$ cat config.mk
export PLATFORM = sky130hd
export DESIGN_NAME = spectral_peak_detector_top
export DESIGN_NICKNAME = d
export VERILOG_FILES = /design/src/design/spd_pkg.sv /design/src/design/spd_regs.sv /design/src/design/spd_power.sv /design/src/design/spd_accum.sv /design/src/design/spd_decide.sv /design/src/design/spectral_peak_detector_top.sv
export SDC_FILE = /design/constraint.sdc
export NUM_CORES = 2
export LEC_CHECK = 0
export ABC_CLOCK_PERIOD_IN_PS = 10400
export BUFFER_PORTS_ARGS = -buffer_cell sky130_fd_sc_hd__buf_2
export CORE_MARGIN = 1.5
export CORE_UTILIZATION = 60
export DETAILED_ROUTE_END_ITERATION = 16
export HOLD_SLACK_MARGIN = 0.03
export PLACE_DENSITY_LB_ADDON = 0.25
export SYNTH_ARGS = -nofsm -noshare
export SYNTH_HDL_FRONTEND = slang
export SYNTH_HIERARCHICAL = 1
export SYNTH_SLANG_ARGS = --single-unit
$ cat constraint.sdc
create_clock -name clk -period 10.4 [get_ports clk]
set_input_delay 1.04 -clock clk [delete_from_list [all_inputs] [get_ports clk]]
set_output_delay 1.04 -clock clk [all_outputs]
set_load 0.02 [all_outputs]
$ cat src/design/spd_pkg.sv
// Package for the spectral peak detector: widths, register codes, reset
// values and the beat structs passed between the pipeline stages.
// No dependencies.
`timescale 1ns / 1ps
`default_nettype none
package spd_pkg;

  localparam int COMP_W   = 16;                   // bin component width
  localparam int MAX_BINS = 128;                  // bins taken per spectrum
  localparam int IDX_W    = $clog2(MAX_BINS);     // bin index width
  localparam int CNT_W    = $clog2(MAX_BINS + 1); // bin counter, holds MAX_BINS
  localparam int POW_W    = 2 * COMP_W;           // re^2 + im^2 fits here
  localparam int TOT_W    = POW_W + IDX_W;        // sum of MAX_BINS powers

  localparam int RATIO_W  = 10;
  localparam int COUNT_W  = 12;
  localparam int LHS_W    = POW_W + COUNT_W;
  localparam int RHS_W    = TOT_W + RATIO_W;

  localparam logic [RATIO_W-1:0] RATIO_RESET = RATIO_W'(100);
  localparam logic [COUNT_W-1:0] COUNT_RESET = COUNT_W'(250);

  // APB
  localparam int ADDR_W = 3;
  localparam int DATA_W = 32;
  localparam logic REG_RATIO = 1'b0;
  localparam logic REG_COUNT = 1'b1;

  typedef struct packed {
    logic             last;
    logic [POW_W-1:0] power;
  } power_beat_t;

  typedef struct packed {
    logic [IDX_W-1:0] index;
    logic [POW_W-1:0] best;
    logic [TOT_W-1:0] total;
  } spectrum_sum_t;

endpackage
`default_nettype wire

$ cat src/design/spd_regs.sv
// APB register block: ratio_threshold and sample_count.
// Depends on spd_pkg.
`timescale 1ns / 1ps
`default_nettype none
module spd_regs (
  input  wire logic                        clk,
  input  wire logic                        rst,
  input  wire logic                        psel,
  input  wire logic                        penable,
  input  wire logic                        pwrite,
  input  wire logic [spd_pkg::ADDR_W-1:0]  paddr,
  input  wire logic [spd_pkg::DATA_W-1:0]  pwdata,
  output logic      [spd_pkg::DATA_W-1:0]  prdata,
  output logic                             pready,
  output logic      [spd_pkg::RATIO_W-1:0] ratio_threshold,
  output logic      [spd_pkg::COUNT_W-1:0] sample_count
);
  import spd_pkg::*;

  logic wr_en;
  logic reg_sel;

  assign pready  = 1'b1;
  assign wr_en   = psel & penable & pwrite & pready;
  assign reg_sel = paddr[2];

  always_ff @(posedge clk) begin
    if (rst) begin
      ratio_threshold <= RATIO_RESET;
      sample_count    <= COUNT_RESET;
    end else if (wr_en) begin
      unique case (reg_sel)
        REG_RATIO: ratio_threshold <= pwdata[RATIO_W-1:0];
        REG_COUNT: sample_count    <= pwdata[COUNT_W-1:0];
        default: ;
      endcase
    end
  end

  always_comb begin
    unique case (reg_sel)
      REG_RATIO: prdata = DATA_W'(ratio_threshold);
      REG_COUNT: prdata = DATA_W'(sample_count);
      default:   prdata = '0;
    endcase
  end

endmodule
`default_nettype wire

$ cat src/design/spd_power.sv
// Input register and bin power stage: re*re + im*im per beat.
// Depends on spd_pkg.
`timescale 1ns / 1ps
`default_nettype none
module spd_power (
  input  wire logic                       clk,
  input  wire logic                       rst,
  input  wire logic                       in_valid,
  output logic                            in_stall,
  input  wire logic signed [spd_pkg::COMP_W-1:0] bin_real,
  input  wire logic signed [spd_pkg::COMP_W-1:0] bin_imag,
  input  wire logic                       last_bin,
  output logic                            pw_valid,
  output spd_pkg::power_beat_t            pw_beat,
  input  wire logic                       pw_ready
);
  import spd_pkg::*;

  logic                     a_valid;
  logic signed [COMP_W-1:0] a_re;
  logic signed [COMP_W-1:0] a_im;
  logic                     a_last;
  logic                     a_adv;
  logic                     b_adv;
  logic signed [POW_W-1:0]  sq_re;
  logic signed [POW_W-1:0]  sq_im;

  assign b_adv    = !pw_valid || pw_ready;
  assign a_adv    = !a_valid || b_adv;
  assign in_stall = !a_adv;

  // each square is at most 2^(2*COMP_W-2), so the sum fits unsigned POW_W
  assign sq_re = POW_W'(a_re) * POW_W'(a_re);
  assign sq_im = POW_W'(a_im) * POW_W'(a_im);

  always_ff @(posedge clk) begin
    if (rst) begin
      a_valid  <= 1'b0;
      pw_valid <= 1'b0;
    end else begin
      if (a_adv) a_valid <= in_valid;
      if (b_adv) pw_valid <= a_valid;
    end
  end

  always_ff @(posedge clk) begin
    if (a_adv && in_valid) begin
      a_re   <= bin_real;
      a_im   <= bin_imag;
      a_last <= last_bin;
    end
    if (b_adv && a_valid) begin
      pw_beat.power <= $unsigned(sq_re) + $unsigned(sq_im);
      pw_beat.last  <= a_last;
    end
  end

endmodule
`default_nettype wire

$ cat src/design/spd_accum.sv
// Running max, first index of max and power sum over one spectrum; on the
// last bin the totals are latched for the decision stage and state clears.
// Depends on spd_pkg.
`timescale 1ns / 1ps
`default_nettype none
module spd_accum (
  input  wire logic                   clk,
  input  wire logic                   rst,
  input  wire logic                   pw_valid,
  input  wire spd_pkg::power_beat_t   pw_beat,
  output logic                        pw_ready,
  output logic                        res_valid,
  output spd_pkg::spectrum_sum_t      res,
  input  wire logic                   res_ready
);
  import spd_pkg::*;

  logic [POW_W-1:0] best_power;
  logic [IDX_W-1:0] best_index;
  logic [CNT_W-1:0] bin_position;
  logic [TOT_W-1:0] power_total;

  logic [POW_W-1:0] best_power_next;
  logic [IDX_W-1:0] best_index_next;
  logic [CNT_W-1:0] bin_position_next;
  logic [TOT_W-1:0] power_total_next;

  logic res_adv;
  logic fire;
  logic full;

  assign res_adv  = !res_valid || res_ready;
  // a last beat must wait for the result slot; others always go
  assign pw_ready = !pw_beat.last || res_adv;
  assign fire     = pw_valid && pw_ready;
  assign full     = (bin_position == CNT_W'(MAX_BINS));

  always_comb begin
    best_power_next   = best_power;
    best_index_next   = best_index;
    bin_position_next = bin_position;
    power_total_next  = power_total;
    if (!full) begin
      if (pw_beat.power > best_power) begin  // strict: earlier bin wins ties
        best_power_next = pw_beat.power;
        best_index_next = bin_position[IDX_W-1:0];
      end
      power_total_next  = power_total + TOT_W'(pw_beat.power);
      bin_position_next = bin_position + CNT_W'(1);
    end
  end

  always_ff @(posedge clk) begin
    if (rst) begin
      best_power   <= '0;
      best_index   <= '0;
      bin_position <= '0;
      power_total  <= '0;
      res_valid    <= 1'b0;
    end else begin
      if (res_adv) res_valid <= fire && pw_beat.last;
      if (fire) begin
        if (pw_beat.last) begin
          best_power   <= '0;
          best_index   <= '0;
          bin_position <= '0;
          power_total  <= '0;
        end else begin
          best_power   <= best_power_next;
          best_index   <= best_index_next;
          bin_position <= bin_position_next;
          power_total  <= power_total_next;
        end
      end
    end
  end

  always_ff @(posedge clk) begin
    if (fire && pw_beat.last) begin
      res.index <= best_index_next;
      res.best  <= best_power_next;
      res.total <= power_total_next;
    end
  end

endmodule
`default_nettype wire

$ cat src/design/spd_decide.sv
// Significance test best*sample_count > total*ratio: product stage, then
// the compare into the output register.
// Depends on spd_pkg.
`timescale 1ns / 1ps
`default_nettype none
module spd_decide (
  input  wire logic                        clk,
  input  wire logic                        rst,
  input  wire logic                        res_valid,
  input  wire spd_pkg::spectrum_sum_t      res,
  output logic                             res_ready,
  input  wire logic [spd_pkg::RATIO_W-1:0] ratio_threshold,
  input  wire logic [spd_pkg::COUNT_W-1:0] sample_count,
  output logic                             out_valid,
  input  wire logic                        out_stall,
  output logic      [spd_pkg::IDX_W-1:0]   peak_index,
  output logic      [spd_pkg::POW_W-1:0]   peak_power,
  output logic                             significant
);
  import spd_pkg::*;

  logic             d_valid;
  logic [IDX_W-1:0] d_index;
  logic [POW_W-1:0] d_power;
  logic [LHS_W-1:0] d_lhs;
  logic [RHS_W-1:0] d_rhs;
  logic             d_adv;
  logic             e_adv;

  assign e_adv     = !out_valid || !out_stall;
  assign d_adv     = !d_valid || e_adv;
  assign res_ready = d_adv;

  always_ff @(posedge clk) begin
    if (rst) begin
      d_valid   <= 1'b0;
      out_valid <= 1'b0;
    end else begin
      if (d_adv) d_valid <= res_valid;
      if (e_adv) out_valid <= d_valid;
    end
  end

  always_ff @(posedge clk) begin
    if (d_adv && res_valid) begin
      d_index <= res.index;
      d_power <= res.best;
      d_lhs   <= LHS_W'(res.best) * LHS_W'(sample_count);
      d_rhs   <= RHS_W'(res.total) * RHS_W'(ratio_threshold);
    end
    if (e_adv && d_valid) begin
      peak_index  <= d_index;
      peak_power  <= d_power;
      significant <= (RHS_W'(d_lhs) > d_rhs);
    end
  end

endmodule
`default_nettype wire

$ cat src/design/spectral_peak_detector_top.sv
// Spectral peak detector top level: power stage, accumulator, decision
// stage and APB registers. Depends on spd_pkg and all spd_* modules.
//
// Takes one complex bin per cycle while in_stall is low (bin_real,
// bin_imag signed) and forms its power re^2 + im^2. Over one spectrum it
// tracks the largest power, the first bin index holding it, and the sum
// of all powers; bins past the 128th add nothing. The beat with last_bin
// set closes the spectrum: one result beat carries peak_index, peak_power
// and significant, set when peak_power * sample_count > power_sum *
// ratio_threshold, and the accumulator clears. A new bin is taken every
// cycle while in_stall is low, including the bin right after a last one.
// From the input register a result moves through the power, accumulator,
// product and compare registers. Input stall rises only when results
// back up through the pipeline behind a stalled output. Registers:
// ratio_threshold at byte address 0 (reset 100), sample_count at 4
// (reset 250); write them only while no spectrum is in flight.
`timescale 1ns / 1ps
`default_nettype none
module spectral_peak_detector_top (
  input  wire logic                        clk,
  input  wire logic                        rst,
  input  wire logic                        psel,
  input  wire logic                        penable,
  input  wire logic                        pwrite,
  input  wire logic [spd_pkg::ADDR_W-1:0]  paddr,
  input  wire logic [spd_pkg::DATA_W-1:0]  pwdata,
  output logic      [spd_pkg::DATA_W-1:0]  prdata,
  output logic                             pready,
  input  wire logic                        in_valid,
  output logic                             in_stall,
  input  wire logic signed [spd_pkg::COMP_W-1:0] bin_real,
  input  wire logic signed [spd_pkg::COMP_W-1:0] bin_imag,
  input  wire logic                        last_bin,
  output logic                             out_valid,
  input  wire logic                        out_stall,
  output logic      [spd_pkg::IDX_W-1:0]   peak_index,
  output logic      [spd_pkg::POW_W-1:0]   peak_power,
  output logic                             significant
);
  import spd_pkg::*;

  logic [RATIO_W-1:0] ratio_threshold;
  logic [COUNT_W-1:0] sample_count;
  logic               pw_valid;
  power_beat_t        pw_beat;
  logic               pw_ready;
  logic               res_valid;
  spectrum_sum_t      res;
  logic               res_ready;

  spd_regs u_regs (
    .clk             (clk),
    .rst             (rst),
    .psel            (psel),
    .penable         (penable),
    .pwrite          (pwrite),
    .paddr           (paddr),
    .pwdata          (pwdata),
    .prdata          (prdata),
    .pready          (pready),
    .ratio_threshold (ratio_threshold),
    .sample_count    (sample_count)
  );

  spd_power u_power (
    .clk      (clk),
    .rst      (rst),
    .in_valid (in_valid),
    .in_stall (in_stall),
    .bin_real (bin_real),
    .bin_imag (bin_imag),
    .last_bin (last_bin),
    .pw_valid (pw_valid),
    .pw_beat  (pw_beat),
    .pw_ready (pw_ready)
  );

  spd_accum u_accum (
    .clk       (clk),
    .rst       (rst),
    .pw_valid  (pw_valid),
    .pw_beat   (pw_beat),
    .pw_ready  (pw_ready),
    .res_valid (res_valid),
    .res       (res),
    .res_ready (res_ready)
  );

  spd_decide u_decide (
    .clk             (clk),
    .rst             (rst),
    .res_valid       (res_valid),
    .res             (res),
    .res_ready       (res_ready),
    .ratio_threshold (ratio_threshold),
    .sample_count    (sample_count),
    .out_valid       (out_valid),
    .out_stall       (out_stall),
    .peak_index      (peak_index),
    .peak_power      (peak_power),
    .significant     (significant)
  );

endmodule
`default_nettype wire
* After elaboration in Yosys (flattened, before gate mapping)
Cells that the tools add are included.
** Word-level totals
- Output and inout bits :: 75
- Bits in latches :: 0
- Memories :: 0
- Logic and storage cells :: 74
- Input port bits :: 75
- RAM bits :: 0
- Bits in registers :: 429
- Bits in read-only memories :: 0
** Operators by class
- Multiply operators :: 4
- Equality and inequality tests :: 2
- Magnitude comparators :: 2
- Reductions and logical operators :: 23
- Muxes and demuxes :: 11
- Bitwise logic cells :: 3
- Add/sub/neg operators :: 3
- Divide/modulo/power cells :: 0
- Shift operators :: 0
** Operator list (number)
- 32-bit two-way mux :: 3
- 39-bit two-way mux :: 2
- 16-bit by 16-bit multiplier with 32-bit output :: 2
- 32-bit case mux with 2 select lines :: 1
- 44-bit by 49-bit greater-than comparator with 1-bit output :: 1
- 39-bit by 10-bit multiplier with 49-bit output :: 1
- 32-bit by 12-bit multiplier with 44-bit output :: 1
- 39-bit by 32-bit adder with 39-bit output :: 1
- 32-bit adder :: 1
- 32-bit greater-than comparator :: 1
- 7-bit two-way mux :: 3
- 8-bit two-way mux :: 2
- 8-bit by 1-bit adder with 8-bit output (second input constant) :: 1
- 8-bit == test (second input constant) :: 1
- 1-bit logical NOT :: 8
- 1-bit logical AND :: 6
- 1-bit logical OR :: 6
- 2-bit AND reduction :: 3
- 1-bit AND :: 2
- 2-bit != test (second input constant) :: 1
- 1-bit inverter :: 1

* Depth between registers and ports, before layout
- Depth after elaboration :: 8
- Gate-level depth with buffers :: 27
- Gate-level depth less buffers :: 26

* By module
The synthesis kept the hierarchy.
** Modules (own cells, without submodules)
- spd_decide :: seq. area each 5205.0 sq um, area an instance 30314.1 sq um, cells an instance 3171, instances 1
- spd_power :: seq. area each 2021.9 sq um, area an instance 19572.5 sq um, cells an instance 1896, instances 1
- spd_accum :: seq. area each 4083.9 sq um, area an instance 9003.6 sq um, cells an instance 906, instances 1
- spd_regs :: seq. area each 440.4 sq um, area an instance 1237.4 sq um, cells an instance 129, instances 1

* Least setup slack after synthesis
Ideal clock, no wire load.
- Path kind :: register to register
- From :: register u_power.a_im[1]
- To :: register, netlist name u_power/pw_beat[31]
- Cell stages (with the launch flop) :: 24
- Path buffers :: 2
- Path slack :: 3.215 ns
- Data arrival time :: 6.925 ns
- Required time :: 10.140 ns
- Setup time :: 0.260 ns
- Path through :: edfxtp_1 > clkbuf_1 > clkbuf_1 > nand2_1 > fa_1 > inv_1 > fa_1 > inv_1 > fa_1 > inv_1 > fa_1 > fa_1 > fa_1 > fa_1 > inv_1 > fa_1 > inv_1 > ha_1 > and3_1 > a31oi_1 > nand3_2 > a311oi_4 > a21oi_2 > xnor2_1
** On the way
- Word-level cells in the longest chain between the ends :: 2
** RTL lines
- start, declared :: line spd_power.sv:21 : logic signed [COMP_W-1:0] a_im;
- start signal, assigned :: line spd_power.sv:49 : a_im <= bin_imag;
- 16-bit by 16-bit multiplier with 32-bit output :: line spd_power.sv:34 : assign sq_im = POW_W'(a_im) * POW_W'(a_im);
- 32-bit adder :: line spd_power.sv:53 : pw_beat.power <= $unsigned(sq_re) + $unsigned(sq_im);
No other way between the ends.
A chain may end at the register's enable or synchronous reset.

* Final worst setup path
- From :: register u_power.a_im[3]
- To :: register, netlist name u_power/pw_beat[30]
** On the way
- Word-level cells in the longest chain between the ends :: 2
** RTL lines (line)
- 16-bit by 16-bit multiplier with 32-bit output :: spd_power.sv:34
- 32-bit adder :: spd_power.sv:53
No other way between the ends.

==> summary.md <==
| Metric | Value |
|---|---|
| Status | complete, no violations |
| Worst setup EP type | flop |
| I/O pin cnt | 150 |
| First-pass GRT wire length | 234,300 um |
| Post-route ant nets | 0 |
| Flops & latches, synth | 429 |
| Multi-input gate area | 0.04229 mm2 |
| Hold buffers post-CTS | 0 |
| Die H | 319.6 um |
| Worst path max stage delay | 920 ps |
| DIE AREA | 0.1021 mm2 |
| Max Freq | 125.3 MHz |
| Asr flop ratio synth | 0 |
| Drt pass-1 iters | 5 |
| Yosys warnings | 6 |
| Skew-Pair Late Insertion Delay | 650 ps |
| Most used cell, CP | fa_1 |
| GRT Total Usage | 0.2908 |
| Mapped Cells | 6,102 |
| Crit-path cells | nand2_1, fa_1, fa_1, inv_1, fa_1, inv_1, fa_1, inv_1, fa_1, fa_1, fa_1, inv_1, fa_1, inv_1, ha_1, nand2_1, o21ai_0, o2111ai_1, a211oi_1, o21ai_1, a21oi_1, o211ai_2, xnor2_1 |
| TritonCTS Buffers | 48 |
| Drt via density | 5.567 |
| Most frequent cells in the layout | inv_1, fa_1, nand2_1, and2_1, ha_1 |
| Tmin final | 7982 ps |
| Core area | 0.09885 mm2 |
| CTS resizes | 0 |
| Vias | 41.04k |
| Clock Skew | 42.06 ps |
| WL final | 143,000 um |
| Slowest-stage cell, CP | edfxtp_1 |
| Netlist Area Pre-Place | 0.06013 mm2 |
| Final Hold Vio Count | 0 |
| CTS tree | done |
| Initial core utilization | 0.6083 |
| Synth Flop Type | edfxtp_1 |
| EDFF count, synth | 316 |
| GRT overflow | 0 |
| WP data required | 10,770 ps |
| Fillcell total | 7,999 |
| Total of max-cap violations | 0 |
| Final period utilization | 0.7675 |
| GP Congestion | 0.9321 |
| Largest fanout on the critical path | 18 |
| Largest net degree at the start of global routing | 80 |
| Drt initial violations | 2,667 |
| Vias in the first global route | 44.70k |
| Commonest non-fill, non-tap cell in the layout | inv_1 |
| RSZ-0062 raised after global routing | no |
| CP Buf/Inv Count | 5 |
| Worst-margin pin slew | 1180 ps |
| Top delay family on crit path | adder cells |
| Maximum clock path buffer count | 3 |
| Area delta synth->final | 5.052% |
| Post-synthesis sequential area ratio | 0.1954 |
| CTS Sinks | 429 |
| Fin. max-slew vios | 0 |
| Worst Hold Class | flop to flop |
| Drt drc | 0 |
| WL per Instance | 19.40 um |
| Reg area | 0.01175 mm2 |
| Setup Total Neg Slack | 0 ps |
| Clk slew on worst S/H paths | 60 ps |
| Layout cells sized above 1 | 0.05211 |
| # rows | 115 |
| Startpoint types | flop |
| Clock root cell | clkbuf_16 |
| Final net count | 7,658 |
| Antenna violations before repair | 4 |
| Setup violators final | 0 |
| Die width | 319.6 um |
| Crit path kind | flop to flop |
| DP HPWL | 112,700 um |
| Relative slew slack | 0.2117 |
| Critical Path AT | 8350 ps |
| Setup Buffers After CTS | 0 |
| Synth unique cells | 93 |
| H-tree levels | 2 |
| Avg Synthesized Cell Area | 9.854 um2 |
| Port Buf Inserts | 106 |
-- layer usage --
layer  up-vias  track usage  wire (um)
met3       286      0.03882       7937
met2      1211       0.5044      70850
li1      18636            -          -
met1     20902       0.3692      58090
met5         -            0          0
met4         0       0.1174       6129
-- cell families after synthesis --
kind of cell	after synthesis	synth area share
multiplexers	75	0.01357
flip-flops	429	0.1954
AO/OA/AOI/OAI	644	0.07214
XOR/XNOR	177	0.02578
buffers and inverters	1623	0.1033
AND/OR/NAND/NOR	1612	0.1298
adder cells (fa/ha/maj)	1540	0.4599
other	2	0.0001249
-- per-stage QoR --
stage | instances | setup slack (ps) | hold WS (ps) | cell area [um2] | util
2_1_floorplan | 6121 | 3215 | 400.3 | 60200 | -
3_3_place_gp | 7280 | 2673 | 401.2 | 61560 | 0.6227
3_5_place_dp | 7280 | 2514 | 404.5 | 61560 | 0.6227
4_1_cts | 7370 | 2459 | 418.9 | 63160 | 0.6390
5_1_grt | 7370 | 2010 | 422.4 | 63160 | 0.6390
6_report | 7371 | 2418 | 417.5 | 63170 | 0.6390
-- synth_stat cells, types with 5 or more instances --
| cell type | count | area, um2 |
|---|---|---|
| a211o_1 | 6 | 52.55 |
| a211oi_1 | 12 | 90.09 |
| a21boi_0 | 8 | 60.06 |
| a21o_1 | 109 | 818.3 |
| a21oi_1 | 177 | 885.9 |
| a22o_1 | 40 | 350.3 |
| a22oi_1 | 27 | 202.7 |
| a31o_2 | 5 | 43.79 |
| a31oi_1 | 19 | 118.9 |
| and2_1 | 433 | 2709 |
| and3_1 | 24 | 150.1 |
| and4_1 | 9 | 78.83 |
| buf_1 | 5 | 18.77 |
| buf_2 | 13 | 65.06 |
| buf_4 | 22 | 165.2 |
| clkbuf_1 | 235 | 882.1 |
| dfxtp_1 | 113 | 2262 |
| edfxtp_1 | 316 | 9489 |
| fa_1 | 1117 | 22360 |
| ha_1 | 423 | 5293 |
| inv_1 | 1346 | 5052 |
| mux2_1 | 5 | 56.30 |
| mux2_2 | 47 | 529.3 |
| mux2i_1 | 23 | 230.2 |
| nand2_1 | 740 | 2778 |
| nand2b_1 | 41 | 256.5 |
| nand3_1 | 49 | 245.2 |
| nand4_1 | 44 | 275.3 |
| nor2_1 | 164 | 615.6 |
| nor2b_1 | 39 | 244.0 |
| nor3_1 | 25 | 125.1 |
| o2111ai_1 | 5 | 43.79 |
| o211ai_1 | 7 | 52.55 |
| o21a_1 | 24 | 180.2 |
| o21ai_0 | 104 | 520.5 |
| o21ai_1 | 9 | 45.04 |
| o21bai_1 | 25 | 187.7 |
| o31ai_1 | 9 | 67.56 |
| or2_2 | 6 | 37.54 |
| or3_1 | 12 | 75.07 |
| or4_1 | 5 | 37.54 |
| xnor2_1 | 121 | 1060 |
| xor2_1 | 56 | 490.5 |
-- flip-flops by register name, indices dropped and copies added, names as in the netlist, 7 cells and up --
signal	cells
u_accum/power_total	39
u_decide/d_index	7
u_decide/d_lhs	44
u_decide/d_power	32
u_accum/res	78
u_decide/d_rhs	49
u_power/a_im	16
u_regs/ratio_threshold	10
u_accum/best_power	32
u_power/a_re	16
u_accum/bin_position	8
u_regs/sample_count	12
u_decide/peak_index	7
u_decide/peak_power	32
u_accum/best_index	7
u_power/pw_beat	33
-- worst paths after layout --
kind | from | to | slack (ps) | cells past startpoint
hold reg to reg | u_decide/d_power[18] | u_decide/peak_power[18] | 420 | 0
hold / removal | u_decide/d_power[18] | u_decide/peak_power[18] | 420 | 0
setup reg to reg | u_power/a_im[3] | u_power/pw_beat[30] | 2420 | 23
setup / recovery | u_power/a_im[3] | u_power/pw_beat[30] | 2420 | 23
-- worst reg2reg max path, stage by stage, from the launching register on --
cell	delay (ps)
edfxtp_1	920
nand2_1	270
fa_1	560
fa_1	550
inv_1	60
fa_1	500
inv_1	60
fa_1	530
inv_1	50
fa_1	500
fa_1	440
fa_1	490
inv_1	50
fa_1	470
inv_1	50
ha_1	350
nand2_1	90
o21ai_0	230
o2111ai_1	240
a211oi_1	510
o21ai_1	220
a21oi_1	290
o211ai_2	130
xnor2_1	140
-- layout make-up --
type | count | area share
Antenna cell | 1 | 0.00003962
Clock buffer | 65 | 0.02133
Clock inverter | 25 | 0.004120
Inverter | 1346 | 0.07999
Multi-Input combinational cell | 4069 | 0.6695
Sequential cell | 429 | 0.1861
Tap cell | 1287 | 0.02549
Timing Repair Buffer | 149 | 0.01351
Power is left out: the tool's default activity adds up to more than one toggle a clock period on the data nets, which glitch-free logic cannot reach.
